[src/rtl/core/ppsf_pkg.sv]
// shared types and constants of the preamble parity symbol framer
// no dependencies
`default_nettype none

package ppsf_pkg;

  localparam int unsigned DUR_W        = 20;
  localparam int unsigned BYTE_W       = 8;
  localparam int unsigned PRE_W        = 6;
  localparam int unsigned CFG_IDX_W    = 3;
  localparam int unsigned KIND_W       = 2;
  localparam int unsigned MAX_PREAMBLE = 32;
  // queue depth, must be a power of two
  localparam int unsigned QUEUE_DEPTH  = 2;

  // symbol kinds
  localparam logic [KIND_W-1:0] KIND_LONG  = 2'd0;
  localparam logic [KIND_W-1:0] KIND_SHORT = 2'd1;
  localparam logic [KIND_W-1:0] KIND_GAP   = 2'd2;

  // register indexes
  localparam logic [CFG_IDX_W-1:0] REG_SHORT_LEN = 3'd0;
  localparam logic [CFG_IDX_W-1:0] REG_LONG_LEN  = 3'd1;
  localparam logic [CFG_IDX_W-1:0] REG_GAP_LEN   = 3'd2;
  localparam logic [CFG_IDX_W-1:0] REG_PRE_COUNT = 3'd3;
  localparam logic [CFG_IDX_W-1:0] REG_TRAILER   = 3'd4;

  // reset values
  localparam logic [DUR_W-1:0]  RST_SHORT_LEN = 20'd800;
  localparam logic [DUR_W-1:0]  RST_LONG_LEN  = 20'd4000;
  localparam logic [DUR_W-1:0]  RST_GAP_LEN   = 20'd200000;
  localparam logic [PRE_W-1:0]  RST_PRE_COUNT = 6'd10;
  localparam logic [BYTE_W-1:0] RST_TRAILER   = 8'hCC;

  typedef struct packed {
    logic [DUR_W-1:0]  short_len;
    logic [DUR_W-1:0]  long_len;
    logic [DUR_W-1:0]  gap_len;
    logic [PRE_W-1:0]  pre_count;
    logic [BYTE_W-1:0] trailer;
  } cfg_t;

  typedef struct packed {
    logic [BYTE_W-1:0] data;
    logic              parity;
    logic [PRE_W-1:0]  pre_len;
  } frame_entry_t;

endpackage

`default_nettype wire

[src/rtl/core/ppsf_front.sv]
// front end: accepts packet bytes and classifies them into frame entries
// depends on ppsf_pkg
`default_nettype none

module ppsf_front (
  input  wire logic                        in_valid_i,
  output logic                             in_ready_o,
  input  wire logic [ppsf_pkg::BYTE_W-1:0] packet_byte_i,
  input  ppsf_pkg::cfg_t                   cfg_i,
  input  wire logic                        q_ready_i,
  output logic                             q_push_o,
  output ppsf_pkg::frame_entry_t           q_entry_o
);
  import ppsf_pkg::*;

  logic pre_over;

  assign pre_over   = cfg_i.pre_count > PRE_W'(MAX_PREAMBLE);
  assign in_ready_o = q_ready_i;
  assign q_push_o   = in_valid_i & q_ready_i;

  always_comb begin
    q_entry_o.data    = packet_byte_i;
    q_entry_o.parity  = ^packet_byte_i;
    // saturate preamble length
    q_entry_o.pre_len = pre_over ? PRE_W'(MAX_PREAMBLE) : cfg_i.pre_count;
  end

endmodule

`default_nettype wire

[src/rtl/core/ppsf_queue.sv]
// short queue of frame entries between front and back
// depends on ppsf_pkg
`default_nettype none

module ppsf_queue (
  input  wire logic              clk_i,
  input  wire logic              rst_ni,
  input  wire logic              push_i,
  input  ppsf_pkg::frame_entry_t entry_i,
  output logic                   ready_o,
  input  wire logic              pop_i,
  output logic                   valid_o,
  output ppsf_pkg::frame_entry_t entry_o
);
  import ppsf_pkg::*;

  localparam int unsigned PTR_W = (QUEUE_DEPTH > 1) ? $clog2(QUEUE_DEPTH) : 1;
  localparam int unsigned CNT_W = $clog2(QUEUE_DEPTH + 1);

  frame_entry_t     mem_q [QUEUE_DEPTH];
  logic [PTR_W-1:0] wr_ptr_q, wr_ptr_d;
  logic [PTR_W-1:0] rd_ptr_q, rd_ptr_d;
  logic [CNT_W-1:0] count_q, count_d;
  logic             do_push, do_pop;

  assign ready_o = count_q != CNT_W'(QUEUE_DEPTH);
  assign valid_o = count_q != '0;
  assign entry_o = mem_q[rd_ptr_q];
  assign do_push = push_i & ready_o;
  assign do_pop  = pop_i & valid_o;

  always_comb begin
    wr_ptr_d = do_push ? wr_ptr_q + PTR_W'(1) : wr_ptr_q;
    rd_ptr_d = do_pop ? rd_ptr_q + PTR_W'(1) : rd_ptr_q;
    count_d  = count_q;
    if (do_push && !do_pop) begin
      count_d = count_q + CNT_W'(1);
    end else if (!do_push && do_pop) begin
      count_d = count_q - CNT_W'(1);
    end
  end

  always_ff @(posedge clk_i or negedge rst_ni) begin
    if (!rst_ni) begin
      wr_ptr_q <= '0;
      rd_ptr_q <= '0;
      count_q  <= '0;
    end else begin
      wr_ptr_q <= wr_ptr_d;
      rd_ptr_q <= rd_ptr_d;
      count_q  <= count_d;
    end
  end

  always_ff @(posedge clk_i) begin
    if (do_push) begin
      mem_q[wr_ptr_q] <= entry_i;
    end
  end

endmodule

`default_nettype wire

[src/rtl/core/ppsf_back.sv]
// back end: walks one frame entry symbol by symbol into the output register
// depends on ppsf_pkg
`default_nettype none

module ppsf_back (
  input  wire logic                        clk_i,
  input  wire logic                        rst_ni,
  input  ppsf_pkg::cfg_t                   cfg_i,
  input  wire logic                        q_valid_i,
  input  ppsf_pkg::frame_entry_t           q_entry_i,
  output logic                             q_pop_o,
  output logic                             out_valid_o,
  input  wire logic                        out_ready_i,
  output logic [ppsf_pkg::KIND_W-1:0]      symbol_kind_o,
  output logic [ppsf_pkg::DUR_W-1:0]       duration_o,
  output logic                             last_symbol_o
);
  import ppsf_pkg::*;

  typedef enum logic [4:0] {
    ST_IDLE = 5'b00001,
    ST_PRE  = 5'b00010,
    ST_BITS = 5'b00100,
    ST_PAR  = 5'b01000,
    ST_GAP  = 5'b10000
  } back_state_e;

  back_state_e       state_q, state_d;
  logic [PRE_W-1:0]  cnt_q, cnt_d;
  logic [PRE_W-1:0]  pre_len_q, pre_len_d;
  logic [BYTE_W-1:0] shreg_q, shreg_d;
  logic              par_q, par_d;
  logic              second_q, second_d;

  logic              out_valid_q, out_valid_d;
  logic [KIND_W-1:0] kind_q;
  logic [DUR_W-1:0]  dur_q;
  logic              last_q;

  logic              adv, emit;
  logic [KIND_W-1:0] sym_kind;
  logic              sym_last;
  logic [DUR_W-1:0]  sym_dur;

  assign adv = !out_valid_q || out_ready_i;

  always_comb begin
    state_d   = state_q;
    cnt_d     = cnt_q;
    pre_len_d = pre_len_q;
    shreg_d   = shreg_q;
    par_d     = par_q;
    second_d  = second_q;
    q_pop_o   = 1'b0;
    emit      = 1'b0;
    sym_kind  = KIND_LONG;
    sym_last  = 1'b0;
    case (state_q)
      ST_IDLE: begin
        if (q_valid_i) begin
          q_pop_o   = 1'b1;
          shreg_d   = q_entry_i.data;
          par_d     = q_entry_i.parity;
          pre_len_d = q_entry_i.pre_len;
          second_d  = 1'b0;
          cnt_d     = '0;
          state_d   = (q_entry_i.pre_len == '0) ? ST_BITS : ST_PRE;
        end
      end
      ST_PRE: begin
        emit     = adv;
        // alternating, long first
        sym_kind = cnt_q[0] ? KIND_SHORT : KIND_LONG;
        if (adv) begin
          if (cnt_q == pre_len_q - PRE_W'(1)) begin
            cnt_d   = '0;
            state_d = ST_BITS;
          end else begin
            cnt_d = cnt_q + PRE_W'(1);
          end
        end
      end
      ST_BITS: begin
        emit     = adv;
        sym_kind = shreg_q[BYTE_W-1] ? KIND_SHORT : KIND_LONG;
        if (adv) begin
          shreg_d = {shreg_q[BYTE_W-2:0], 1'b0};
          if (cnt_q == PRE_W'(BYTE_W - 1)) begin
            cnt_d   = '0;
            state_d = ST_PAR;
          end else begin
            cnt_d = cnt_q + PRE_W'(1);
          end
        end
      end
      ST_PAR: begin
        emit     = adv;
        sym_kind = par_q ? KIND_SHORT : KIND_LONG;
        if (adv) begin
          cnt_d   = '0;
          state_d = ST_GAP;
        end
      end
      ST_GAP: begin
        emit     = adv;
        sym_kind = KIND_GAP;
        sym_last = second_q && (cnt_q == PRE_W'(1));
        if (adv) begin
          if (cnt_q == '0) begin
            cnt_d = PRE_W'(1);
          end else if (!second_q) begin
            // trailer byte follows
            cnt_d    = '0;
            shreg_d  = cfg_i.trailer;
            par_d    = ^cfg_i.trailer;
            second_d = 1'b1;
            state_d  = ST_BITS;
          end else begin
            cnt_d   = '0;
            state_d = ST_IDLE;
          end
        end
      end
      default: begin
        state_d = ST_IDLE;
      end
    endcase
  end

  always_comb begin
    case (sym_kind)
      KIND_SHORT: sym_dur = cfg_i.short_len;
      KIND_LONG:  sym_dur = cfg_i.long_len;
      default:    sym_dur = cfg_i.gap_len;
    endcase
  end

  always_comb begin
    out_valid_d = out_valid_q;
    if (emit) begin
      out_valid_d = 1'b1;
    end else if (out_ready_i) begin
      out_valid_d = 1'b0;
    end
  end

  always_ff @(posedge clk_i or negedge rst_ni) begin
    if (!rst_ni) begin
      state_q     <= ST_IDLE;
      cnt_q       <= '0;
      second_q    <= 1'b0;
      out_valid_q <= 1'b0;
    end else begin
      state_q     <= state_d;
      cnt_q       <= cnt_d;
      second_q    <= second_d;
      out_valid_q <= out_valid_d;
    end
  end

  always_ff @(posedge clk_i) begin
    pre_len_q <= pre_len_d;
    shreg_q   <= shreg_d;
    par_q     <= par_d;
    if (emit) begin
      kind_q <= sym_kind;
      dur_q  <= sym_dur;
      last_q <= sym_last;
    end
  end

  assign out_valid_o   = out_valid_q;
  assign symbol_kind_o = kind_q;
  assign duration_o    = dur_q;
  assign last_symbol_o = last_q;

endmodule

`default_nettype wire

[src/rtl/core/preamble_parity_symbol_framer_unit.sv]
// channel   direction  signals
// cfg       in         cfg_valid_i cfg_ready_o cfg_index_i[2:0] cfg_data_i[19:0]
// in        in         in_valid_i in_ready_o packet_byte_i[7:0]
// out       out        out_valid_o out_ready_i symbol_kind_o[1:0] duration_o[19:0]
//                      last_symbol_o
//
// a byte makes a frame of p + 22 symbols, p the preamble count saturated at 32;
// the back end sends one symbol a cycle while its output is not stalled, and passes
// through its idle state to load each next entry, so the symbol sequencer sets the pace
// a two-word queue lets bytes be taken while the current frame is still going out
// a stalled output word holds the sequencer; the front stalls only on a full queue
// reset clears control state and loads the register reset values; no clearing pass
//
// top level of the preamble parity symbol framer
// depends on ppsf_pkg, ppsf_front, ppsf_queue, ppsf_back
`default_nettype none

module preamble_parity_symbol_framer_unit (
  input  wire logic                           clk_i,
  input  wire logic                           rst_ni,
  // configuration writes
  input  wire logic                           cfg_valid_i,
  output logic                                cfg_ready_o,
  input  wire logic [ppsf_pkg::CFG_IDX_W-1:0] cfg_index_i,
  input  wire logic [ppsf_pkg::DUR_W-1:0]     cfg_data_i,
  // packet bytes
  input  wire logic                           in_valid_i,
  output logic                                in_ready_o,
  input  wire logic [ppsf_pkg::BYTE_W-1:0]    packet_byte_i,
  // symbols
  output logic                                out_valid_o,
  input  wire logic                           out_ready_i,
  output logic [ppsf_pkg::KIND_W-1:0]         symbol_kind_o,
  output logic [ppsf_pkg::DUR_W-1:0]          duration_o,
  output logic                                last_symbol_o
);
  import ppsf_pkg::*;

  cfg_t         cfg_q, cfg_d;
  logic         q_push, q_ready, q_pop, q_valid;
  frame_entry_t q_in, q_out;

  // configuration registers, always ready; unknown indexes are dropped
  assign cfg_ready_o = 1'b1;

  always_comb begin
    cfg_d = cfg_q;
    if (cfg_valid_i) begin
      case (cfg_index_i)
        REG_SHORT_LEN: cfg_d.short_len = cfg_data_i;
        REG_LONG_LEN:  cfg_d.long_len  = cfg_data_i;
        REG_GAP_LEN:   cfg_d.gap_len   = cfg_data_i;
        REG_PRE_COUNT: cfg_d.pre_count = cfg_data_i[PRE_W-1:0];
        REG_TRAILER:   cfg_d.trailer   = cfg_data_i[BYTE_W-1:0];
        default:       cfg_d = cfg_q;
      endcase
    end
  end

  always_ff @(posedge clk_i or negedge rst_ni) begin
    if (!rst_ni) begin
      cfg_q.short_len <= RST_SHORT_LEN;
      cfg_q.long_len  <= RST_LONG_LEN;
      cfg_q.gap_len   <= RST_GAP_LEN;
      cfg_q.pre_count <= RST_PRE_COUNT;
      cfg_q.trailer   <= RST_TRAILER;
    end else begin
      cfg_q <= cfg_d;
    end
  end

  // front: take byte, work out parity and preamble length
  ppsf_front u_front (
    .in_valid_i    (in_valid_i),
    .in_ready_o    (in_ready_o),
    .packet_byte_i (packet_byte_i),
    .cfg_i         (cfg_q),
    .q_ready_i     (q_ready),
    .q_push_o      (q_push),
    .q_entry_o     (q_in)
  );

  // decoupling queue
  ppsf_queue u_queue (
    .clk_i   (clk_i),
    .rst_ni  (rst_ni),
    .push_i  (q_push),
    .entry_i (q_in),
    .ready_o (q_ready),
    .pop_i   (q_pop),
    .valid_o (q_valid),
    .entry_o (q_out)
  );

  // back: symbol sequencer and output register
  ppsf_back u_back (
    .clk_i         (clk_i),
    .rst_ni        (rst_ni),
    .cfg_i         (cfg_q),
    .q_valid_i     (q_valid),
    .q_entry_i     (q_out),
    .q_pop_o       (q_pop),
    .out_valid_o   (out_valid_o),
    .out_ready_i   (out_ready_i),
    .symbol_kind_o (symbol_kind_o),
    .duration_o    (duration_o),
    .last_symbol_o (last_symbol_o)
  );

endmodule

`default_nettype wire

[config.mk]
export PLATFORM = sky130hd
export DESIGN_NAME = preamble_parity_symbol_framer_unit
export DESIGN_NICKNAME = d
export VERILOG_FILES = /design/src/rtl/core/ppsf_pkg.sv /design/src/rtl/core/ppsf_front.sv /design/src/rtl/core/ppsf_queue.sv /design/src/rtl/core/ppsf_back.sv /design/src/rtl/core/preamble_parity_symbol_framer_unit.sv
export SDC_FILE = /design/constraint.sdc
export NUM_CORES = 1
export LEC_CHECK = 0
export ABC_CLOCK_PERIOD_IN_PS = 5250
export BUFFER_PORTS_ARGS = -buffer_cell sky130_fd_sc_hd__buf_2
export CAP_MARGIN = 15
export CORE_ASPECT_RATIO = 1.2
export CORE_UTILIZATION = 30
export DETAILED_ROUTE_END_ITERATION = 16
export PLACE_DENSITY = 0.46
export SKIP_LAST_GASP = 1
export SYNTH_ARGS = -nofsm -noshare
export SYNTH_HDL_FRONTEND = slang
export SYNTH_SLANG_ARGS = --single-unit
[constraint.sdc]
create_clock -name clk_i -period 5.25 [get_ports clk_i]
set_input_delay 0.7875 -clock clk_i [delete_from_list [all_inputs] [get_ports clk_i]]
set_output_delay 0.7875 -clock clk_i [all_outputs]
set_load 0.02 [all_outputs]
## After elaboration in Yosys (flattened, before gate mapping)

Memories as Yosys holds them, arrays and structs flattened.
Index checks and enable logic that the tools add are counted.

- Latch bits: 0
- Output and inout port bits: 26
- Input port bits: 36
- Bits in registers: 129
- Bits in writable memories: 30
- Bits in read-only memories: 0
- Memories kept: 1

- Add/subtract/negate cells: 6
- Multiply operators: 0
- Bitwise operators: 3
- Magnitude comparators: 1
- Shift-type cells: 0
- Reduce and logical (&&, ||, !) cells: 31
- Eq/ne operators: 23
- Divide/modulo/power cells: 0
- Mux-type cells: 50

Memory list:

| name | words | bits a word | read ports | clocked after memory_dff | write ports | line | RTL |
|---|---|---|---|---|---|---|---|
| u_queue.mem_q | 2 | 15 | 1 | 0 | 1 | ppsf_queue.sv:20 | `frame_entry_t mem_q [QUEUE_DEPTH];` |

Operators by type and width:

| kind | number |
|---|---|
| two-way mux 6 bit | 8 |
| two-way mux 5 bit | 8 |
| two-way mux 8 bit | 5 |
| one-hot mux 20 bit (2 select lines) | 1 |
| one-hot mux 6 bit (5 select lines) | 1 |
| one-hot mux 5 bit (5 select lines) | 1 |
| one-hot mux 8 bit (3 select lines) | 1 |
| two-way mux 1 bit | 18 |
| XOR reduction 8 bit | 2 |
| zero test 6 bit | 2 |
| != test 2 x 1 -> 1 bit (second input constant) | 6 |
| AND reduction 2 bit | 6 |
| AND reduction 6 bit | 2 |
| != test 2 bit (second input constant) | 4 |
| one-hot mux 2 bit (4 select lines) | 1 |
| AND reduction 8 bit | 1 |
| nonzero test 2 bit | 4 |
| adder 6 x 1 -> 6 bit (second input constant) | 1 |
| equality test 3 x 2 -> 1 bit (second input constant) | 2 |
| equality test 6 x 1 -> 1 bit (second input constant) | 1 |
| equality test 6 x 3 -> 1 bit (second input constant) | 1 |
| equality test 6 bit | 1 |
| greater-than comparator 6 bit (second input constant) | 1 |
| two-way mux 3 bit | 2 |
| other kinds (25) | 34 |

## Longest topological paths before layout

- Depth in word-level cells: 7
- Gate-level depth with buffers: 9

## Hierarchy

From an unflattened synthesis, not the netlist that was laid out.

- Cell total of the unflattened synthesis: 535
- Area, all modules: 7149.4 um2

Modules (own cells, without submodules):

| module | cells an instance | seq. area each (um2) | instances | area an instance (um2) |
|---|---|---|---|---|
| ppsf_back | 285 | 1467.7 | 1 | 2826.5 |
| preamble_parity_symbol_framer_unit | 162 | 1878.1 | 1 | 2821.5 |
| ppsf_queue | 65 | 1001.0 | 1 | 1331.3 |
| ppsf_front | 23 | 0.0 | 1 | 170.2 |

## Worst setup path after synthesis

No wires, ideal clock.

- Path type: reg-to-reg
- From: register u_back.state_q[3]
- To: register u_back.dur_q[0], in the netlist u_back.duration_o[0], enable pin
- Cell stages (with the launch flop): 5
- Data arrival time: 2.133 ns
- Required time: 4.847 ns
- Path slack: 2.714 ns
- Buffers on the path: 0
- Cell sequence: dfrtp_1 -> nand2b_4 -> or3_1 -> a21o_1 -> nor2_1

- Cells in the longest elaborated chain, start to end: 3
- Elaborated cells on any way between the ends: 6
- Classes of those cells: 4 x eq/ne; 1 x mux; 1 x reduce/logical

Ends and longest elaborated chain:

| what | line | RTL |
|---|---|---|
| from (decl) | ppsf_back.sv:28 | `back_state_e state_q, state_d;` |
| from (signal assigned) | ppsf_back.sv:154 | `state_q <= state_d;` |
| equality test 5 x 2 -> 1 bit (tied with other cells) | ppsf_back.sv:58 | `case (state_q)` |
| OR reduction 4 bit (no source line) (*) | n/a |  |
| two-way mux 1 bit (*) | ppsf_back.sv:58 |  |
| net u_back.emit | ppsf_back.sv:40 | `logic adv, emit;` |
| to (signal assigned) | ppsf_back.sv:167 | `dur_q <= sym_dur;` |
| to (decl) | ppsf_back.sv:37 | `logic [DUR_W-1:0] dur_q;` |

Mark *: on every way through the listed nets, which the timed path passes. The rest lies on a longest branch.
A chain may end at the register's enable or synchronous reset.

## Worst setup path in the final report

- From: register u_back.state_q[4]
- To: register u_back.dur_q[1], in the netlist u_back.duration_o[1], data pin

- Cells in the longest elaborated chain, start to end: 4
- Elaborated cells on any way between the ends: 8
- Classes of those cells: 5 x eq/ne; 2 x mux; 1 x reduce/logical

Ends and longest elaborated chain:

| what | line | RTL |
|---|---|---|
| equality test 5 bit (tied with other cells) | ppsf_back.sv:58 |  |
| one-hot mux 2 bit (4 select lines) (*) | ppsf_back.sv:58 |  |
| equality test 2 x 1 -> 1 bit or zero test 2 bit (tied branches) | ppsf_back.sv:131 | `case (sym_kind)` |
| one-hot mux 20 bit (2 select lines) (*) | ppsf_back.sv:131 |  |
| net u_back.sym_dur[1] | ppsf_back.sv:43 | `logic [DUR_W-1:0] sym_dur;` |

Marks and branches as above.

==> impl.org <==
** Drt
- Detail-routed via count per cell :: 4.59
- Post-detailed-route wirelength per cell :: approximately 17 um
- The count of nets left with antenna violations once routing finished came out at 0.
- Total length of routed wires :: around 15 mm
- Detailed-router iteration count before antenna repair :: 5
- Across all layers, the routed design uses about 4.1k vias.
- For this run, design rule violations remaining after detail routing come to 0.
- After the first detailed-routing iteration, the DRC count stood at 170.

** Global routing
- Total routing usage reported by global routing :: between 10% and 20%
- Wire length of the first global-routing pass :: 24.5 mm
- The initial antenna violation count came to 0.
- Number of global-route vias before repair :: about 4.5k
- Summed over all layers, the global routing overflow is 0.
- Entering global routing, the biggest net connects 55 pins.

** Timing
- The worst pin sits at a relative slew slack of 32.6%.
- Setup repair after global routing left no endpoint under its margin.
- Worst Tran Pin Value :: 1.01 ns
- Setup violations remaining at the end of the flow were counted as 0.
- Setup slack on the critical path of the routed design comes to 2.57 ns.
- The hold violation total from the final report was 0.
- Across all hold checks on the routed design, the worst slack comes to 0.317 ns.
- Counting I/O delays and the setup requirement, the final critical path takes between 2 and 3 ns.
- Total negative slack :: 0 ns
- Max Clock Skew :: just over 0.02 ns
- Highest attainable clock frequency :: 0.373 GHz
- The count of pins over their slew limit is 0.
- The worst path uses 51.1% of the clock period.

** Synth
- Cells taking the most area after synthesis :: edfxtp_1, dfrtp_1, mux2_2, dfstp_2, nand2_1
- The share of the Yosys chip area taken by registers is 62.6%.
- The number of nets handed over by synthesis was 550.
- Number of synthesized flops with an enable pin :: 68
- The most used flip-flop cell after synthesis is dfrtp_1.
- Yosys Warn Count :: 0
- Synthesis produced a netlist whose cell count is 509.
- The average instance in the mapped netlist occupies 13.6 um^2.
- Cell type with the largest total area after synthesis :: edfxtp_1
- The synthesized netlist occupies a cell area of 6940 um^2.
- Share of synthesized flip-flops with an asynchronous set or reset :: 57.2%
- Synthesized flop and latch total :: 159
- Synth top area share :: 29.4%
- Number of distinct library cell variants in the gate-level netlist after synthesis :: 59

** Pwr
- VDD sags by at most 276 uV.
- Overall power of the completed layout :: 4.49 mW
- Power density over the cells :: 548 nW/um^2
- For this design the static power due to leakage is 3.29 nW.

** Worst setup path
- Required time reported for the critical path endpoint :: 5.42 ns
- Setup crit end :: u_back.duration_o[1]
- Peak fanout along the critical path :: 22
- Setup crit end kind :: register
- The startpoint identified for the worst register-to-register timing path is u_back.state_q[4].
- The setup check on the worst reg-to-reg path leaves a slack of between 2 and 3 ns.
- For the worst setup path, the data arrival time is 2.86 ns.
- By startpoint and endpoint, the worst setup path is classified as register to register.
- For the worst flop-to-flop path, the logic depth is 8.
- Ordered list of cells on the worst path :: or3_4 -> nor2_2 -> a221o_1 -> buf_4 -> nor2_1 -> buf_4 -> nand2_1 -> nand2_1
- In this design, the stage delay of the slowest critical-path cell is approximately 0.46 ns.
- Critical path startpoint category :: register
- Slowest cell on the critical path :: dfrtp_1
- Worst setup path startpoint :: u_back.state_q[4]
- Endpoint of the lowest-slack register-to-register path :: u_back.duration_o[1]

** Clock network
- Clock root buffer :: clkbuf_16
- Clk slew on worst S/H paths :: 0.07 ns
- Number of hold-repair buffers added at the cts stage :: 0
- Counting the buffers created by CTS gives 17.
- Depth of the CTS H-tree :: 4
- Clock sink count :: between 150 and 200
- TritonCTS clock tree :: built
- No sink is reached through more buffers than the 2 on the longest clock path.
- Once the clock tree was built, the setup fixing pass inserted 0 buffers.
- Post-cts sizing count :: 0
- For the worst-skew pair, the clock arrives at the later sink with an insertion delay of 0.43 ns.

** Final layout
- After routing the design area is 8190 um^2.
- The layout has roughly 2.2k filler cells.
- The repair_antennas step left the layout with diodes totalling 0.
- The area growth from synthesis to layout is 18.0%.
- Cells fill approximately 36% of the core in the end.
- Post-layout nets :: 615
- Filler-free cell count of the finished design :: 897
- Of the cells placed in the final design, the portion with a size suffix greater than 1 is between 30% and 40%.

** Die
- Die width :: 141 um
- Vert. Die Dim :: 169 um
- Starting density of the core :: between 30 and 40%
- Number of rows created at floorplan :: 60
- The die covers 23800 um^2.
- I/O pins :: 62
- The core region is 22600 um^2.

** Status
- The run finished with clean final reports.

** Job
- Max-cap violations in this run came to 0.

** Hold path
- Worst Hold Class :: input pin to async pin

** Place
- Number of port buffers :: 60
- Cell area reported after detailed placement :: 7580 um^2
- Minimum setup slack after placement :: 2.58 ns
- After detailed placement, the design holds a cell count of 864.
- Hpwl dp :: 10.2 mm
- Placer congestion estimate :: 0.764
-- final cells by class --
type	instances	area, um^2	share of cell area (%)
Multi-Input combinational cell	318	2450	30.0
Clock buffer	19	453	5.53
Tap cell	310	388	4.73
Clock inverter	13	146	1.79
Timing Repair Buffer	69	370	4.52
Sequential cell	159	4350	53.1
Inverter	9	33.8	0.412
-- logic make-up (layout without fill, tap and decap cells) --
| kind of cell | after synthesis | after routing | share of synthesized area, % |
|---|---|---|---|
| flops | 159 | 159 | 62.6 |
| simple gates | 123 | 123 | 8.72 |
| mux | 93 | 93 | 14.9 |
| compound gates | 70 | 70 | 7.39 |
| buf+inv | 32 | 110 | 2.16 |
| xor+xnor | 26 | 26 | 3.28 |
| fa+ha+maj | 5 | 5 | 0.901 |
| other cells | 1 | 1 | 0.0540 |
-- Yosys cell counts, drive strengths merged, types with 4 or more instances --
library cell and n:
nor2b 7, clkbuf 13, or2 5, a21oi 8, xor2 7, dfstp 22, nor2 16, nor4 4
mux2 82, edfxtp 68, or3 4, a21o 4, inv 7, a22oi 27, buf 10, ha 5
o21ai 15, dfrtp 69, nand2 55, mux2i 11, xnor2 19, nor3 12
-- placed cells by master, fill, tap and decap left out, drive strengths merged, types with 8 or more instances in the layout --
master / n
edfxtp: 68
mux2: 82
clkinv: 8
inv: 12
mux2i: 11
nor2: 16
a22oi: 27
nand2: 55
dfrtp: 69
clkbuf: 20
o21ai: 15
buf: 68
xnor2: 19
dfstp: 22
a21oi: 8
nor3: 12
-- power breakdown --
group	leakage [nW]	internal, mW	switching [mW]
clock	0.291	0.696	0.535
sequential	1.71	1.79	0.220
combinational	1.29	0.520	0.731
total	3.29	3.00	1.49
-- worst min-delay path by stage --
stage / endpoint / slack (ns) / cells after the start
floorplan: u_queue.wr_ptr_q / 0.46 / 1
global placement: u_queue.wr_ptr_q / 0.48 / 1
detailed placement: cfg_q[40] / 0.50 / 1
CTS: cfg_q[48] / 0.33 / 1
global route: cfg_q[48] / 0.35 / 1
finish: cfg_q[48] / 0.32 / 1
-- routing by layer --
| layer | wire, um | track usage [%] |
|---|---|---|
| met1 | 6600 | 16.7 |
| met4 | 168 | 4.49 |
| met2 | 7730 | 24.0 |
| met5 | 0 | 0 |
| met3 | 394 | 2.57 |
-- critical path, delay by kind of cell (launching register included) --
family | cells | cell delay, ns
AO/OA/AOI/OAI | 1 | 0.25
buffers and inverters | 2 | 0.53
flip-flops | 1 | 0.46
AND/OR/NAND/NOR | 5 | 1.19
-- registers in the layout, indices dropped and copies added, names as in the netlist --
name                  count
u_queue.wr_ptr_q          1
cfg_q                    74
u_back.pre_len_q          6
u_queue.mem_q            30
u_back.last_symbol_o      1
u_back.out_valid_o        1
u_back.second_q           1
u_back.duration_o        20
u_queue.rd_ptr_q          1
u_back.cnt_q              6
u_queue.count_q           2
u_back.state_q            5
u_back.par_q              1
u_back.shreg_q            8
u_back.symbol_kind_o      2
Note: power is estimated with default switching activity, not from simulation.
